## src/hw/rtl/emr_pkg.sv

```systemverilog
// shared types, constants and tables for the euler to rotation matrix core
package emr_pkg;

    localparam int CORDIC_STAGES = 16;
    localparam int MAX_STAGES    = 24;
    localparam int NUM_STAGES    = (CORDIC_STAGES < MAX_STAGES) ? CORDIC_STAGES : MAX_STAGES;
    localparam int STAGE_W       = $clog2(MAX_STAGES);

    localparam int ANG_W = 17;
    localparam int XY_W  = 34;
    localparam int Z_W   = 26;
    localparam int TRIG_W = 18;
    localparam int PROD_W = 36;
    localparam int OUT_W  = 16;

    localparam logic signed [XY_W-1:0] GAIN_Q30 = XY_W'(652032874);

    typedef struct packed {
        logic signed [XY_W-1:0] x;
        logic signed [XY_W-1:0] y;
        logic signed [Z_W-1:0]  z;
        logic                   neg_cos;
    } cordic_t;

    // atan(2^-i) in degrees * 2^16
    function automatic logic signed [Z_W-1:0] atan_lut(input logic [STAGE_W-1:0] idx);
        logic signed [Z_W-1:0] v;
        unique case (idx)
            5'd0:  v = Z_W'(2949120);
            5'd1:  v = Z_W'(1740967);
            5'd2:  v = Z_W'(919879);
            5'd3:  v = Z_W'(466945);
            5'd4:  v = Z_W'(234379);
            5'd5:  v = Z_W'(117304);
            5'd6:  v = Z_W'(58666);
            5'd7:  v = Z_W'(29335);
            5'd8:  v = Z_W'(14668);
            5'd9:  v = Z_W'(7334);
            5'd10: v = Z_W'(3667);
            5'd11: v = Z_W'(1833);
            5'd12: v = Z_W'(917);
            5'd13: v = Z_W'(458);
            5'd14: v = Z_W'(229);
            5'd15: v = Z_W'(115);
            5'd16: v = Z_W'(57);
            5'd17: v = Z_W'(29);
            5'd18: v = Z_W'(14);
            5'd19: v = Z_W'(7);
            5'd20: v = Z_W'(4);
            5'd21: v = Z_W'(2);
            5'd22: v = Z_W'(1);
            default: v = '0;
        endcase
        return v;
    endfunction

endpackage

```

## src/hw/rtl/emr_angle_prep.sv

```systemverilog
// angle wrap and quadrant fold into the cordic start vector
module emr_angle_prep import emr_pkg::*; (
    input  logic                    aclk,
    input  logic                    en,
    input  logic signed [ANG_W-1:0] ang,
    output cordic_t                 prep_out
);

    localparam logic signed [17:0] TURN    = 18'sd46080;
    localparam logic signed [17:0] HALF    = 18'sd23040;
    localparam logic signed [17:0] QUARTER = 18'sd11520;

    logic signed [17:0] a0, a1, a2, a3;
    logic               neg;

    always_comb begin
        a0 = 18'(ang);
        // truncating remainder, keeps the sign of the angle
        if (a0 >= TURN) begin
            a1 = a0 - TURN;
        end else if (a0 <= -TURN) begin
            a1 = a0 + TURN;
        end else begin
            a1 = a0;
        end
        if (a1 > HALF) begin
            a2 = a1 - TURN;
        end else if (a1 < -HALF) begin
            a2 = a1 + TURN;
        end else begin
            a2 = a1;
        end
        neg = 1'b0;
        if (a2 > QUARTER) begin
            a3  = HALF - a2;
            neg = 1'b1;
        end else if (a2 < -QUARTER) begin
            a3  = -HALF - a2;
            neg = 1'b1;
        end else begin
            a3 = a2;
        end
    end

    always_ff @(posedge aclk) begin
        if (en) begin
            prep_out.x       <= GAIN_Q30;
            prep_out.y       <= '0;
            prep_out.z       <= Z_W'(a3) <<< 9;
            prep_out.neg_cos <= neg;
        end
    end

endmodule

```

## config.mk

```make
export PLATFORM = sky130hd
export DESIGN_NAME = emr_angle_prep
export DESIGN_NICKNAME = d
export VERILOG_FILES = /design/src/hw/rtl/emr_pkg.sv /design/src/hw/rtl/emr_angle_prep.sv
export SDC_FILE = /design/constraint.sdc
export NUM_CORES = 1
export LEC_CHECK = 0
export ABC_AREA = 1
export BUFFER_PORTS_ARGS = -buffer_cell sky130_fd_sc_hd__buf_2
export CAP_MARGIN = 20
export CORE_ASPECT_RATIO = 0.5
export CORE_MARGIN = 1
export CORE_UTILIZATION = 53
export DETAILED_ROUTE_END_ITERATION = 10
export PLACE_DENSITY_LB_ADDON = 0.2
export SLEW_MARGIN = 20
export SYNTH_ARGS = -nofsm -noshare
export SYNTH_HDL_FRONTEND = slang
export SYNTH_SLANG_ARGS = --single-unit
```

## constraint.sdc

```tcl
create_clock -name aclk -period 7.54 [get_ports aclk]
set_input_delay 1.508 -clock aclk [delete_from_list [all_inputs] [get_ports aclk]]
set_output_delay 1.508 -clock aclk [all_outputs]
set_load 0.02 [all_outputs]
```

# Word level (Yosys, flattened, before mapping)
# Index checks and enable logic that the tools add are counted.
[word_totals]
inputBits = 19
ff_bits = 18
[op_classes]
mux = 7
n_addsub = 6
order_cmp = 6
[ops]
columns = ["op", "count"]
rows = [
  ["$mux 18", 4],
  ["$mux 17", 2],
  ["$sub 16x17->17 const A", 2],
  ["$add 17x17->18 const B", 1],
  ["$add 18x17->18 const B", 1],
  ["$gt 18x15->1 const B", 1],
  ["$gt 18x16->1 const B", 1],
  ["$lt 18x15->1 const B", 1],
  ["$lt 18x16->1 const B", 1],
  ["$sub 17x17->18 const B", 1],
  ["$sub 18x17->18 const B", 1],
  ["$ge 17x17->1 const B", 1],
  ["$le 17x17->1 const B", 1],
  ["$mux 1", 1],
]

# Longest topological paths before layout
[depth]
ltp_word = 9
depth_mapped = 29
depth_no_buf = 28

# Worst setup path after synthesis
# OpenSTA, ideal clock, no wires.
[synth_path]
path_kind = "input -> register"
startpoint = "input ang[0]"
endpoint = "register prep_out[24] in the netlist's numbering, data pin"
stages = 26
setup_time_ns = 0.253
path_slack_ns = 3.528
required_ns = 7.287
arrival_ns = 3.758
path_cell_list = "inv_1 > ha_1 > nand2_1 > nor2_2 > nand3_1 > nand2_4 > inv_2 > nand2_1 > nand2_1 > nand2_2 > nand2_1 > nand3_1 > nand2_1 > nand2_1 > nand2_4 > nand2_8 > nand2_2 > nand2_1 > nand2_4 > nor2_2 > nand3_2 > nand2_4 > buf_4 > nand3b_2 > nand3_1 > nand2_1"
[synth_via]
elab_chain_cells = 9
word_cells_on_any_way = 18
classes_between = "add/sub: 6; order compare: 6; mux: 6"
[synth_lines]
columns = ["element", "line_no", "source"]
rows = [
  ["start: declaration", "emr_angle_prep.sv:5", "input logic signed [ANG_W-1:0] ang,"],
  ["$add 17x17->18 or $le 17x17->1 (tied branches)", "emr_angle_prep.sv:22, emr_angle_prep.sv:21", ""],
  ["$mux 18", "emr_angle_prep.sv:21", "end else if (a0 <= -TURN) begin"],
  ["$mux 18 *", "emr_angle_prep.sv:19", "if (a0 >= TURN) begin"],
  ["$add 18x17->18 or $lt 18x16->1 (tied branches)", "emr_angle_prep.sv:29, emr_angle_prep.sv:28", ""],
  ["$mux 18", "emr_angle_prep.sv:28", "end else if (a1 < -HALF) begin"],
  ["$mux 18 *", "emr_angle_prep.sv:26", "if (a1 > HALF) begin"],
  ["$sub 16x17->17 or $lt 18x15->1 (tied branches)", "emr_angle_prep.sv:38, emr_angle_prep.sv:37", ""],
  ["$mux 17", "emr_angle_prep.sv:37", "end else if (a2 < -QUARTER) begin"],
  ["$mux 17 *", "emr_angle_prep.sv:34", "if (a2 > QUARTER) begin"],
  ["named net a3[14]", "emr_angle_prep.sv:13", "logic signed [17:0] a0, a1, a2, a3;"],
  ["end: declaration", "emr_angle_prep.sv:6", "output cordic_t prep_out"],
]
# The timed path passes the listed nets; every way through them passes the cells marked *.
# A chain may end at the register's enable or synchronous reset.

# Worst setup path in the final report
[layout_path]
startpoint = "input ang[0]"
endpoint = "register prep_out[11] in the netlist's numbering, data pin"
# The elaborated chain is that of the path after synthesis.

==> results.py <==
metrics = {
    "logic_synthesis": {
        "ys_ff_latch": 18,
        "syn_avg_cell_area_um2": 6.49,
        "seq_area_frac_synth_pct": 18.5,
        "synthSimpleGateAreaFrac_pct": 42.9,
        "synthAdderAreaFrac_pct": 1.71,
        "synth_top_family_by_area": "simple AND/OR/NAND/NOR gates",
        "synthMuxAreaShare_pct": 0,
        "netlist_area_um2": 2920,
        "yosys_warnings": 0,
        "synth_cell_types": 32,
        "synth_compound_area_share_pct": 5.57,
        "synth-xor-area-share_pct": 4.20,
        "synthCells": 450,
    },
    "floorplanning": {
        "die_y_um": 54.5,
        "dieArea_um2": 5830,
        "fp.dieW_um": 107,
        "rows": 18,
        "ioPinCount": 114,
        "core_um2": 5110,
        "initial_utilization_pct": 57.1,
    },
    "clock_tree": {
        "post-cts-setup-buffers": 0,
        "cts_resized": 0,
        "cts_tree": "yes",
        "clk_path_buf_depth": 2,
        "cts_max_level": 1,
        "numCtsBuffers": 3,
        "cts_root_buf": "clkbuf_8",
        "cts_hold_buf": 0,
        "clk_pin_slew_worst_paths_ns": 0.06,
        "cts.sinks": 18,
    },
    "worst_setup_path": {
        "worst_ep_required_time_ns": 7.54,
        "path_buf_inv": 2,
        "cp.arrival_ns": 4.42,
        "cp_max_fo": 14,
        "crit_top_cell": "nand2_1",
        "critPathKind": "primary input to flop",
        "cpLargestDelayFamily": "simple AND/OR/NAND/NOR gates",
        "endpoint_kind": "flop",
        "max_stage_delay_ns": 0.24,
        "cp-start-kind": "primary input",
        "crit_slowest_cell": "nand2_2",
        "path_cells": "buf_2 > inv_1 > ha_1 > nand3_1 > nor2_1 > nand2_2 > a21oi_2 > nand2_1 > o21ai_1 > nand2_1 > o21ai_2 > nand2_1 > nand2_4 > nand3_2 > nand2_1 > nand2_1 > nand2_2 > nand2_1 > nand2_1 > nand2_1 > nand2_2 > nand2_1 > nand2_1 > nand2_1",
    },
    "sta": {
        "setup_viol": 0,
        "timing.setup.tns_ns": 0,
        "timing.final.crit_share_pct": 58.7,
        "holdWs_ns": 1.48,
        "min_period_ns": 4.42,
        "timing.final.ws_setup_ns": 3.12,
        "relSlewSlack_pct": 64.3,
        "max_freq_mhz": 226,
        "worst_pin_slew_ns": 0.531,
        "hold_viol_final": 0,
        "maxSlewViolCount": 0,
        "grt_setup_unrepaired": "false",
    },
    "pwr": {
        "p_leak_nw": 1.60,
        "power.net_switching_uw": 270,
        "ir_drop_mv": 0.145,
        "power_density_nw_per_um2": 189,
        "switching_share_pct": 49.8,
        "p_seq_share_pct": 27.2,
        "intPower_uw": 272,
        "pwr-share-comb_pct": 61.5,
        "p_clk_share_pct": 11.3,
    },
    "layout": {
        "area_growth_pct": -1.76,
        "largest_reg_flops": 18,
        "insertedDiodeCount": 0,
        "multi_input_area_um2": 1880,
        "nets": 505,
        "reg.largest.list": "prep_out (18)",
        "layout-drive-gt1-share_pct": 19.8,
        "regMostFlops": "prep_out",
        "register_area_um2": 541,
        "fill_cells": 494,
    },
    "detailed_routing": {
        "post_drt_wl_per_cell_um": 9.68,
        "dr_total_vias": 2521,
        "drc": 0,
        "wl_mm": 5.32,
        "ant_nets": 0,
        "firstDrtPassIters": 4,
        "initialDrtViolationCount": 118,
        "via_per_inst": 4.58,
    },
    "placed_design": {
        "gp_congestion": 0.871,
        "hpwl_mm": 4.37,
        "dp_slack_ns": 2.88,
        "io_buffers": 36,
    },
    "grt": {
        "antenna_found_initial": 0,
        "grt_max_degree": 19,
        "grt_pass1_wl_mm": 8.58,
        "grt_pass1_vias": 1907,
        "grt_usage_pct": 18.2,
        "gr-total-overflow": 0,
    },
    "worst_hold_path": {
        "hp-class": "primary input to flop",
    },
    "run_status": {
        "outcome": "finished, final reports clean",
    },
    "job": {
        "drv_cap": 0,
    },
}
-- cells in the mapped netlist (all sizes together) --
master,number,area share (%)
nand2,178,27
edfxtp,18,19
nor2,25,3.6
nand4,1,0.21
nor3,1,0.17
or2,2,0.43
conb,2,0.26
clkinv,1,0.13
inv,37,4.8
xor2,11,3.3
buf,84,22
nand3b,2,0.64
o211ai,1,0.26
nand3,57,11
xnor2,3,0.90
ha,4,1.7
a21oi,11,3.0
o21a,1,0.26
o21ai,11,2.0
-- cells by family after synthesis --
family                     Yosys count
AOI/OAI and AO/OA                   24
and+or+nand+nor                    266
DFF                                 18
other                                2
xor gates and xnor gates            14
adders and majority gates            4
buffers and inverters              122
-- cell usage in the layout, fill, tap and decap left out --
cell type  count
nand3b_2       1
a21oi_1        6
ha_1           4
nand2_2       13
nor2_1        20
nand3_2        7
or2_1          1
or2_0          1
o21ai_2        1
a21oi_2        3
nand3b_1       1
nor2_2         5
nand2_8        1
conb_1        77
xor2_1        11
inv_1         23
nand3_1       50
nand2_1      155
nand4_1        1
edfxtp_1      18
o21a_1         1
clkinv_1       1
a21oi_4        2
o21ai_0        7
o21ai_1        3
o211ai_1       1
inv_2         14
xnor2_1        3
nand2_4        9
nor3_1         1
buf_2         36
clkbuf_8       3
-- metrics by stage --
stage / instance area, µm² / utilization (%) / power (mW) / cells
floorplan: 3200 / - / 0.452 / 525
global placement: 2830 / 55.3 / 0.479 / 547
detailed placement: 2830 / 55.3 / 0.480 / 547
CTS: 2870 / 56.1 / 0.541 / 550
global route: 2870 / 56.1 / 0.588 / 550
finish: 2870 / 56.1 / 0.542 / 550
-- final timing paths --
check	startpoint	end	slack (ns)	depth (start not counted)
worst min-delay path	ang[0]	prep_out[10]$_DFFE_PP_	1.48	1
worst max-delay path	ang[0]	prep_out[11]$_DFFE_PP_	3.12	24
-- metal layers --
layer	GRT usage, %	vias up	part of all wire [%]
li1	-	1328	-
met1	26.4	1079	51
met2	29.7	114	42
met3	1.55	0	7.0
met4	3.88	0	0
met5	0	-	0
-- cell type report --
cell class,instances,area share [%]
multi-input combinational,385,65.4
clock buffer,3,1.44
inverter,38,4.97
timing repair buffer,36,6.28
sequential,18,18.8
tap,70,3.05
-- power by group through the flow --
stage | clock, mW | sequential (mW) | combinational, mW
after floorplan | 0 | 0.182 | 0.270
final | 0.0614 | 0.147 | 0.334
after CTS | 0.0634 | 0.148 | 0.330
after detailed placement | 0 | 0.150 | 0.330
after global routing | 0.0657 | 0.150 | 0.373
after global placement | 0 | 0.149 | 0.329
(Power assumes the default switching activity.)
