**src/hw/rtl/emr_pkg.sv**
```systemverilog
// shared types, constants and tables for the euler to rotation matrix core
package emr_pkg;

    localparam int CORDIC_STAGES = 16;
    localparam int MAX_STAGES    = 24;
    localparam int NUM_STAGES    = (CORDIC_STAGES < MAX_STAGES) ? CORDIC_STAGES : MAX_STAGES;
    localparam int STAGE_W       = $clog2(MAX_STAGES);

    localparam int ANG_W = 17;
    localparam int XY_W  = 34;
    localparam int Z_W   = 26;
    localparam int TRIG_W = 18;
    localparam int PROD_W = 36;
    localparam int OUT_W  = 16;

    localparam logic signed [XY_W-1:0] GAIN_Q30 = XY_W'(652032874);

    typedef struct packed {
        logic signed [XY_W-1:0] x;
        logic signed [XY_W-1:0] y;
        logic signed [Z_W-1:0]  z;
        logic                   neg_cos;
    } cordic_t;

    // atan(2^-i) in degrees * 2^16
    function automatic logic signed [Z_W-1:0] atan_lut(input logic [STAGE_W-1:0] idx);
        logic signed [Z_W-1:0] v;
        unique case (idx)
            5'd0:  v = Z_W'(2949120);
            5'd1:  v = Z_W'(1740967);
            5'd2:  v = Z_W'(919879);
            5'd3:  v = Z_W'(466945);
            5'd4:  v = Z_W'(234379);
            5'd5:  v = Z_W'(117304);
            5'd6:  v = Z_W'(58666);
            5'd7:  v = Z_W'(29335);
            5'd8:  v = Z_W'(14668);
            5'd9:  v = Z_W'(7334);
            5'd10: v = Z_W'(3667);
            5'd11: v = Z_W'(1833);
            5'd12: v = Z_W'(917);
            5'd13: v = Z_W'(458);
            5'd14: v = Z_W'(229);
            5'd15: v = Z_W'(115);
            5'd16: v = Z_W'(57);
            5'd17: v = Z_W'(29);
            5'd18: v = Z_W'(14);
            5'd19: v = Z_W'(7);
            5'd20: v = Z_W'(4);
            5'd21: v = Z_W'(2);
            5'd22: v = Z_W'(1);
            default: v = '0;
        endcase
        return v;
    endfunction

endpackage

```
**src/hw/rtl/emr_cordic_cell.sv**
```systemverilog
// one rotation-mode cordic iteration with its pipeline register
module emr_cordic_cell import emr_pkg::*; (
    input  logic               aclk,
    input  logic               en,
    input  logic [STAGE_W-1:0] stage,
    input  cordic_t            cell_in,
    output cordic_t            cell_out
);

    logic signed [XY_W-1:0] xs, ys;
    logic signed [Z_W-1:0]  at;

    assign xs = cell_in.x >>> stage;
    assign ys = cell_in.y >>> stage;
    assign at = atan_lut(stage);

    always_ff @(posedge aclk) begin
        if (en) begin
            cell_out.neg_cos <= cell_in.neg_cos;
            if (cell_in.z >= 0) begin
                cell_out.x <= cell_in.x - ys;
                cell_out.y <= cell_in.y + xs;
                cell_out.z <= cell_in.z - at;
            end else begin
                cell_out.x <= cell_in.x + ys;
                cell_out.y <= cell_in.y - xs;
                cell_out.z <= cell_in.z + at;
            end
        end
    end

endmodule

```
**config.mk**
```make
export PLATFORM = sky130hd
export DESIGN_NAME = emr_cordic_cell
export DESIGN_NICKNAME = d
export VERILOG_FILES = /design/src/hw/rtl/emr_pkg.sv /design/src/hw/rtl/emr_cordic_cell.sv
export SDC_FILE = /design/constraint.sdc
export NUM_CORES = 1
export LEC_CHECK = 0
export ABC_AREA = 1
export BUFFER_PORTS_ARGS = -buffer_cell sky130_fd_sc_hd__clkbuf_2
export CAP_MARGIN = 10
export CORE_UTILIZATION = 55
export CTS_BUF_LIST = sky130_fd_sc_hd__clkbuf_16
export CTS_CLUSTER_SIZE = 25
export DETAILED_ROUTE_END_ITERATION = 16
export PLACE_DENSITY = 0.79
export SYNTH_ARGS = -nofsm -noshare
export SYNTH_HDL_FRONTEND = slang
export SYNTH_SLANG_ARGS = --single-unit
```
**constraint.sdc**
```tcl
create_clock -name aclk -period 3.7 [get_ports aclk]
set_input_delay 0.185 -clock aclk [delete_from_list [all_inputs] [get_ports aclk]]
set_output_delay 0.185 -clock aclk [all_outputs]
set_load 0.005 [all_outputs]
```
==> Flow_metrics.wiki, run 1 <==
{| class="wikitable"
! Metric !! Value
|-
| Outcome || stopped before the end
|-
| Stage where the flow stopped || global routing (5_1_grt)
|-
| Error message || [ERROR GRT-0232] Routing congestion too high. Check the congestion heatmap in the GUI.
|-
| Mux contribution to synthesized area || 0
|-
| Root buffer cell || sky130_fd_sc_hd__clkbuf_16
|-
| Gate count of the mapped netlist || 2322
|-
| RePlAce Congestion || 1.051
|-
| Ports || 197
|-
| XOR/XNOR Fraction of Synth Area || 0.09099
|-
| Area fraction in compound gates after synthesis || 0.1054
|-
| Clock buffer depth || 2
|-
| Largest net degree at the start of global routing || 87
|-
| Total half-perimeter wirelength after legalization and detailed placement || roughly 47000 um
|-
| Adder-cell share of the synthesized area || 0.09055
|-
| Global routing usage summed across all routing layers || 1.078
|-
| Ys async rst share || 0
|-
| Sequential element share of the synthesized area || 0.1989
|-
| Post-Syn Nets || approximately 2500
|-
| Post-synthesis average cell area || 6.177 um^2
|-
| Number of clock buffers inserted by TritonCTS || 9
|-
| Cell taking the most area after synthesis || sky130_fd_sc_hd__edfxtp_1
|-
| Placed instance area || between 0.02 and 0.025 mm^2
|-
| Area share of the largest cell type after synthesis || 0.1989
|-
| Die span in x || 163.5 um
|-
| #FFs+latches synth || 95
|-
| Die outline height || 163.5 um
|-
| Dominant combinational cell family by area after synthesis || simple AND/OR/NAND/NOR gates
|-
| Post-Syn Area || 0.01434 mm^2
|-
| Number of cell rows || 58
|-
| Number of clock sinks || between 90 and 100
|-
| Grt repair worst endpoint || cell_out[94]$_DFFE_PP_/D
|-
| H-tree level count || 3
|-
| Top_reg_cell synth || sky130_fd_sc_hd__edfxtp_1
|-
| Total number of yosys warnings || 0
|-
| Number of distinct library cell variants in the gate-level netlist after synthesis || 52
|-
| Number of synthesized flops with an enable pin || 95
|-
| Worst endpoint kind after the last repair || register input
|-
| Starting utilization of the core area || 0.5647
|-
| Biggest area contributors in the synthesized netlist || sky130_fd_sc_hd__edfxtp_1 20%, sky130_fd_sc_hd__nand2_1 19%, sky130_fd_sc_hd__nand3_1 13%
|-
| Number of port buffers || approximately 200
|-
| Synth Area in Simple Gates || 0.4195
|-
| Leftover overflow at the end of global routing || 3598
|}
==> cells in the mapped netlist (3+ instances only) <==
| master | number |
|---|---|
| sky130_fd_sc_hd__buf_6 | 9 |
| sky130_fd_sc_hd__edfxtp_1 | 95 |
| sky130_fd_sc_hd__inv_1 | 219 |
| sky130_fd_sc_hd__buf_4 | 8 |
| sky130_fd_sc_hd__nand4_1 | 20 |
| sky130_fd_sc_hd__clkbuf_1 | 19 |
| sky130_fd_sc_hd__ha_1 | 99 |
| sky130_fd_sc_hd__xnor2_1 | 47 |
| sky130_fd_sc_hd__nor3_1 | 18 |
| sky130_fd_sc_hd__nand2_4 | 5 |
| sky130_fd_sc_hd__nand3_1 | 373 |
| sky130_fd_sc_hd__xor2_1 | 102 |
| sky130_fd_sc_hd__nand3b_1 | 6 |
| sky130_fd_sc_hd__nor2_1 | 167 |
| sky130_fd_sc_hd__a211oi_1 | 3 |
| sky130_fd_sc_hd__buf_2 | 32 |
| sky130_fd_sc_hd__a21o_1 | 11 |
| sky130_fd_sc_hd__nand2_2 | 19 |
| sky130_fd_sc_hd__a21oi_1 | 119 |
| sky130_fd_sc_hd__o21ai_0 | 78 |
| sky130_fd_sc_hd__buf_1 | 13 |
| sky130_fd_sc_hd__o221ai_1 | 3 |
| sky130_fd_sc_hd__o21a_1 | 6 |
| sky130_fd_sc_hd__inv_2 | 17 |
| sky130_fd_sc_hd__fa_1 | 3 |
| sky130_fd_sc_hd__nand3_2 | 12 |
| sky130_fd_sc_hd__o211ai_1 | 5 |
| sky130_fd_sc_hd__nor2_2 | 19 |
| sky130_fd_sc_hd__o21ai_1 | 12 |
| sky130_fd_sc_hd__o21ai_2 | 4 |
| sky130_fd_sc_hd__a31oi_1 | 13 |
| sky130_fd_sc_hd__a21boi_0 | 7 |
| sky130_fd_sc_hd__nand2_1 | 736 |
==> logic make-up after synthesis <==
kind of cell	Yosys count
fa+ha+maj	102
simple gates	1385
xor+xnor	149
compound gates	270
flops	95
buf+inv	321
==> stage by stage <==
step	std cells	util	hold WS (ns)	TNS [ns]	setup slack, ns
after floorplan	2322	-	0.2839	-0.007163	-0.007163
after CTS	3464	0.8514	0.2179	-0.06631	-0.05710
after global placement	3412	0.8024	0.3686	-18.99	-0.6877
after detailed placement	3412	0.8024	0.3747	-29.74	-0.7772
==> routing by layer <==
metal  global-route usage  GRT overflow
met5               0.4280             8
met4                1.208           556
met3               0.7283            30
met2                1.568          2966
met1               0.8999            38
==> what timing repair did <==
action / 4_1_cts
gates cloned: 4
resized for setup: 154
endpoints found under the setup margin: 46
pin swaps: 68
hold endpoints to repair: 1
hold buffers: 1
buffers inserted: 32
==> run 2, diff against run 1 <==
CORE_UTILIZATION = 40   (was 55)
CTS_BUF_LIST = default   (was sky130_fd_sc_hd__clkbuf_16)
CTS_CLUSTER_SIZE = default   (was 25)
PLACE_DENSITY = default   (was 0.79)
PLACE_DENSITY_LB_ADDON = 0.15   (was default)
clock period = 4.8 ns   (was 3.7 ns; I/O delays follow)
==> Flow_metrics.wiki, run 2 <==
{| class="wikitable"
! Metric !! Value
|-
| Outcome || completed
|-
| Top flop regs || cell_out x95
|-
| Number of distinct library cell variants in the gate-level netlist after synthesis || 52
|-
| Clock buffer depth || 2
|-
| Global routing usage summed across all routing layers || 0.2939
|-
| Min Tclk post-route || 4.397 ns
|-
| Worst vdd ir || about 0.2 mV
|-
| Initial DRT Pass Iterations || 7
|-
| Fraction of final layout cells sized beyond drive strength 1 || 0.1519
|-
| Total half-perimeter wirelength after legalization and detailed placement || 44810 um
|-
| Post-synthesis average cell area || 6.177 um^2
|-
| Most frequent cells in the layout || 736 x sky130_fd_sc_hd__nand2_1, 373 x sky130_fd_sc_hd__nand3_1, 219 x sky130_fd_sc_hd__inv_1
|-
| Die outline height || around 190 um
|-
| Most frequent standard cell in the layout excluding fill and tap cells || sky130_fd_sc_hd__nand2_1
|-
| Number of synthesized flops with an enable pin || 95
|-
| FMAX || 227.4 MHz
|-
| #FFs+latches synth || 95
|-
| Overall via count from detail_route || 16120
|-
| Max-slew violation count || 0
|-
| Sequential element share of the synthesized area || 0.1989
|-
| Starting utilization of the core area || 0.4112
|-
| Dpl cells || 2974
|-
| Cell at the slowest stage of the critical path || sky130_fd_sc_hd__ha_1
|-
| Number of clock sinks || 95
|-
| Worst slew margin || 0.4942
|-
| Setup repair after global routing missed its margin || false
|-
| Vias in the first global route || about 15000
|-
| Leak pwr || around 8.5 nW
|-
| Number of antenna diodes || 0
|-
| Total non-filler cell area in the finished layout || 0.01651 mm^2
|-
| Count of nets left with antenna violations after detail routing || 0
|-
| Number of cell rows || 68
|-
| Number of port buffers || 196
|-
| CTS tree || built
|-
| Root buffer cell || sky130_fd_sc_hd__clkbuf_16
|-
| Die span in x || 191.4 um
|-
| Most frequently used cell type in the post-synthesis netlist || sky130_fd_sc_hd__nand2_1
|-
| Post-Syn Nets || 2526
|-
| Max FFs per register || 95
|-
| Max-Cap Viols || 0
|-
| Min setup slack post-route || 0.4026 ns
|-
| Stage delay of the slowest cell on the critical path || 0.27 ns
|-
| Top_reg_cell synth || sky130_fd_sc_hd__edfxtp_1
|-
| Ys async rst share || 0
|-
| Post-Syn Area || 0.01434 mm^2
|-
| Area share of the largest cell type after synthesis || 0.1989
|-
| Floorplan core area || 0.03488 mm^2
|-
| Most common cell on crit path || sky130_fd_sc_hd__nand2_1
|-
| Final cycle utilization of the critical path || 0.9161
|-
| Layout Cells excl Fill || 2990
|-
| Power density normalized to cell area || 285.0 mW/mm^2
|-
| Placed instance area || 0.01620 mm^2
|-
| Gate count of the mapped netlist || 2322
|-
| Worst setup path category || input port to register
|-
| Number of clock buffers inserted by TritonCTS || 9
|-
| DRC marker count from the first detailed-route iteration || 1621
|-
| Worst setup SP type || input port
|-
| Antenna violations before repair || 0
|-
| Hold WC Path Type || input port to register
|-
| Fin. Hold Viols || 0
|-
| Fin nets || 2734
|-
| Largest fanout on the critical path || 33
|-
| H-tree level count || 3
|-
| Final hold slack || 0.02893 ns
|-
| Critical Path AT || 4.55 ns
|-
| RePlAce Congestion || 0.9585
|-
| DRC violation count after routing || 0
|-
| Quantity of hold-fixing buffers added after cts || 0
|-
| DR vias/cell || 5.392
|-
| Endpoint kind of the worst setup timing path || register
|-
| Overall power || 4.707 mW
|-
| Termination of the worst setup path || cell_out[94]
|-
| Area delta synth->final || 15.14%
|-
| Biggest area contributors in the synthesized netlist || sky130_fd_sc_hd__edfxtp_1 20%, sky130_fd_sc_hd__nand2_1 19%, sky130_fd_sc_hd__nand3_1 13%
|-
| Actual transition at the worst max-transition pin || 0.7587 ns
|-
| Total of endpoints with negative setup slack in the final report || 0
|-
| Cell taking the most area after synthesis || sky130_fd_sc_hd__edfxtp_1
|-
| Endpoint required time on the critical path || 4.95 ns
|-
| Global-route wire length before repair || 82960 um
|-
| Leftover overflow at the end of global routing || 0
|-
| Register with the highest flop count || cell_out
|-
| Total number of yosys warnings || 0
|-
| Ports || between 150 and 200
|-
| Largest net degree at the start of global routing || 73
|-
| Start point of the critical path || stage[0]
|-
| Commonest cells post-synth || 736 x sky130_fd_sc_hd__nand2_1, 373 x sky130_fd_sc_hd__nand3_1, 219 x sky130_fd_sc_hd__inv_1
|-
| Clock transition at path regs || 0.08 ns
|-
| Die Outline Area || 0.03662 mm^2
|-
| Routed WL per cell || 17.99 um
|-
| Placement-stage worst setup slack || -0.6161 ns
|-
| DRT Wirelength || 53800 um
|}
run 2: cell counts after synthesis:
No cell type changed its count.
run 2: kinds of logic (layout without fill, tap and decap cells):
logic type / count (synthesis) / after routing / synth area share
simple gates: 1385 / 1385 / 0.4195
fa+ha+maj: 102 / 102 / 0.09055
flops: 95 / 95 / 0.1989
buf+inv: 321 / 534 / 0.09465
xor+xnor: 149 / 149 / 0.09099
compound gates: 270 / 270 / 0.1054
run 2: worst max-delay path: cells and delay by family:
family | cells | cell delay (ns)
adder cells (fa/ha/maj) | 2 | 0.41
AND/OR/NAND/NOR | 16 | 1.99
buffers and inverters | 8 | 0.72
AO/OA/AOI/OAI | 6 | 0.97
XOR/XNOR | 1 | 0.18
run 2: layout make-up:
| class | instances | area [um^2] |
|---|---|---|
| fillers | 3825 | 18370 |
| multi-input cells | 1906 | 10160 |
| flip-flops and latches | 95 | 2853 |
| repair buffers | 279 | 1744 |
| inverters | 239 | 900.9 |
| well taps | 455 | 569.3 |
| clock buffers | 9 | 225.2 |
| clock inverters | 7 | 57.56 |
run 2: where the power goes:
group	switching (mW)	internal [mW]	total [mW]
Sequential	0.0618	1.25	1.31
Combinational	1.65	1.01	2.67
Clock	0.375	0.358	0.733
run 2: per-stage QoR:
stage	setup TNS (ns)	util
after floorplan	0	-
after CTS	0	0.4728
final	0	0.4734
after global routing	0	0.4734
after global placement	-1.753	0.4645
after detailed placement	-1.941	0.4645
run 2: repair_timing:
item                       CTS  global route
setup endpoints to repair    3             6
resized for setup            1             7
buffers inserted             0             0
pin swaps                    0             0
hold endpoints to repair     0             0
run 2: how the worst min path moves through the flow:
stage / from / endpoint / slack, ns / cells past startpoint
final: cell_in[0] / cell_out[0] / 0.03 / 1
after floorplan: cell_in[0] / cell_out[0] / 0.34 / 0
after detailed placement: cell_in[0] / cell_out[0] / 0.42 / 1
after global routing: cell_in[0] / cell_out[0] / 0.02 / 1
after CTS: cell_in[0] / cell_out[0] / 0.02 / 1
after global placement: cell_in[0] / cell_out[0] / 0.42 / 1
run 2: per-layer routing:
metal  share of wire  routed length (um)  GRT usage  up-vias
met5               0                   0          0        -
met2            0.47               25110     0.4914      578
li1                -                   -          -     8071
met1            0.45               24110     0.3926     7404
met4           0.025                1336    0.08974        0
met3           0.060                3245    0.03507       70
(Power assumes the default switching activity.)
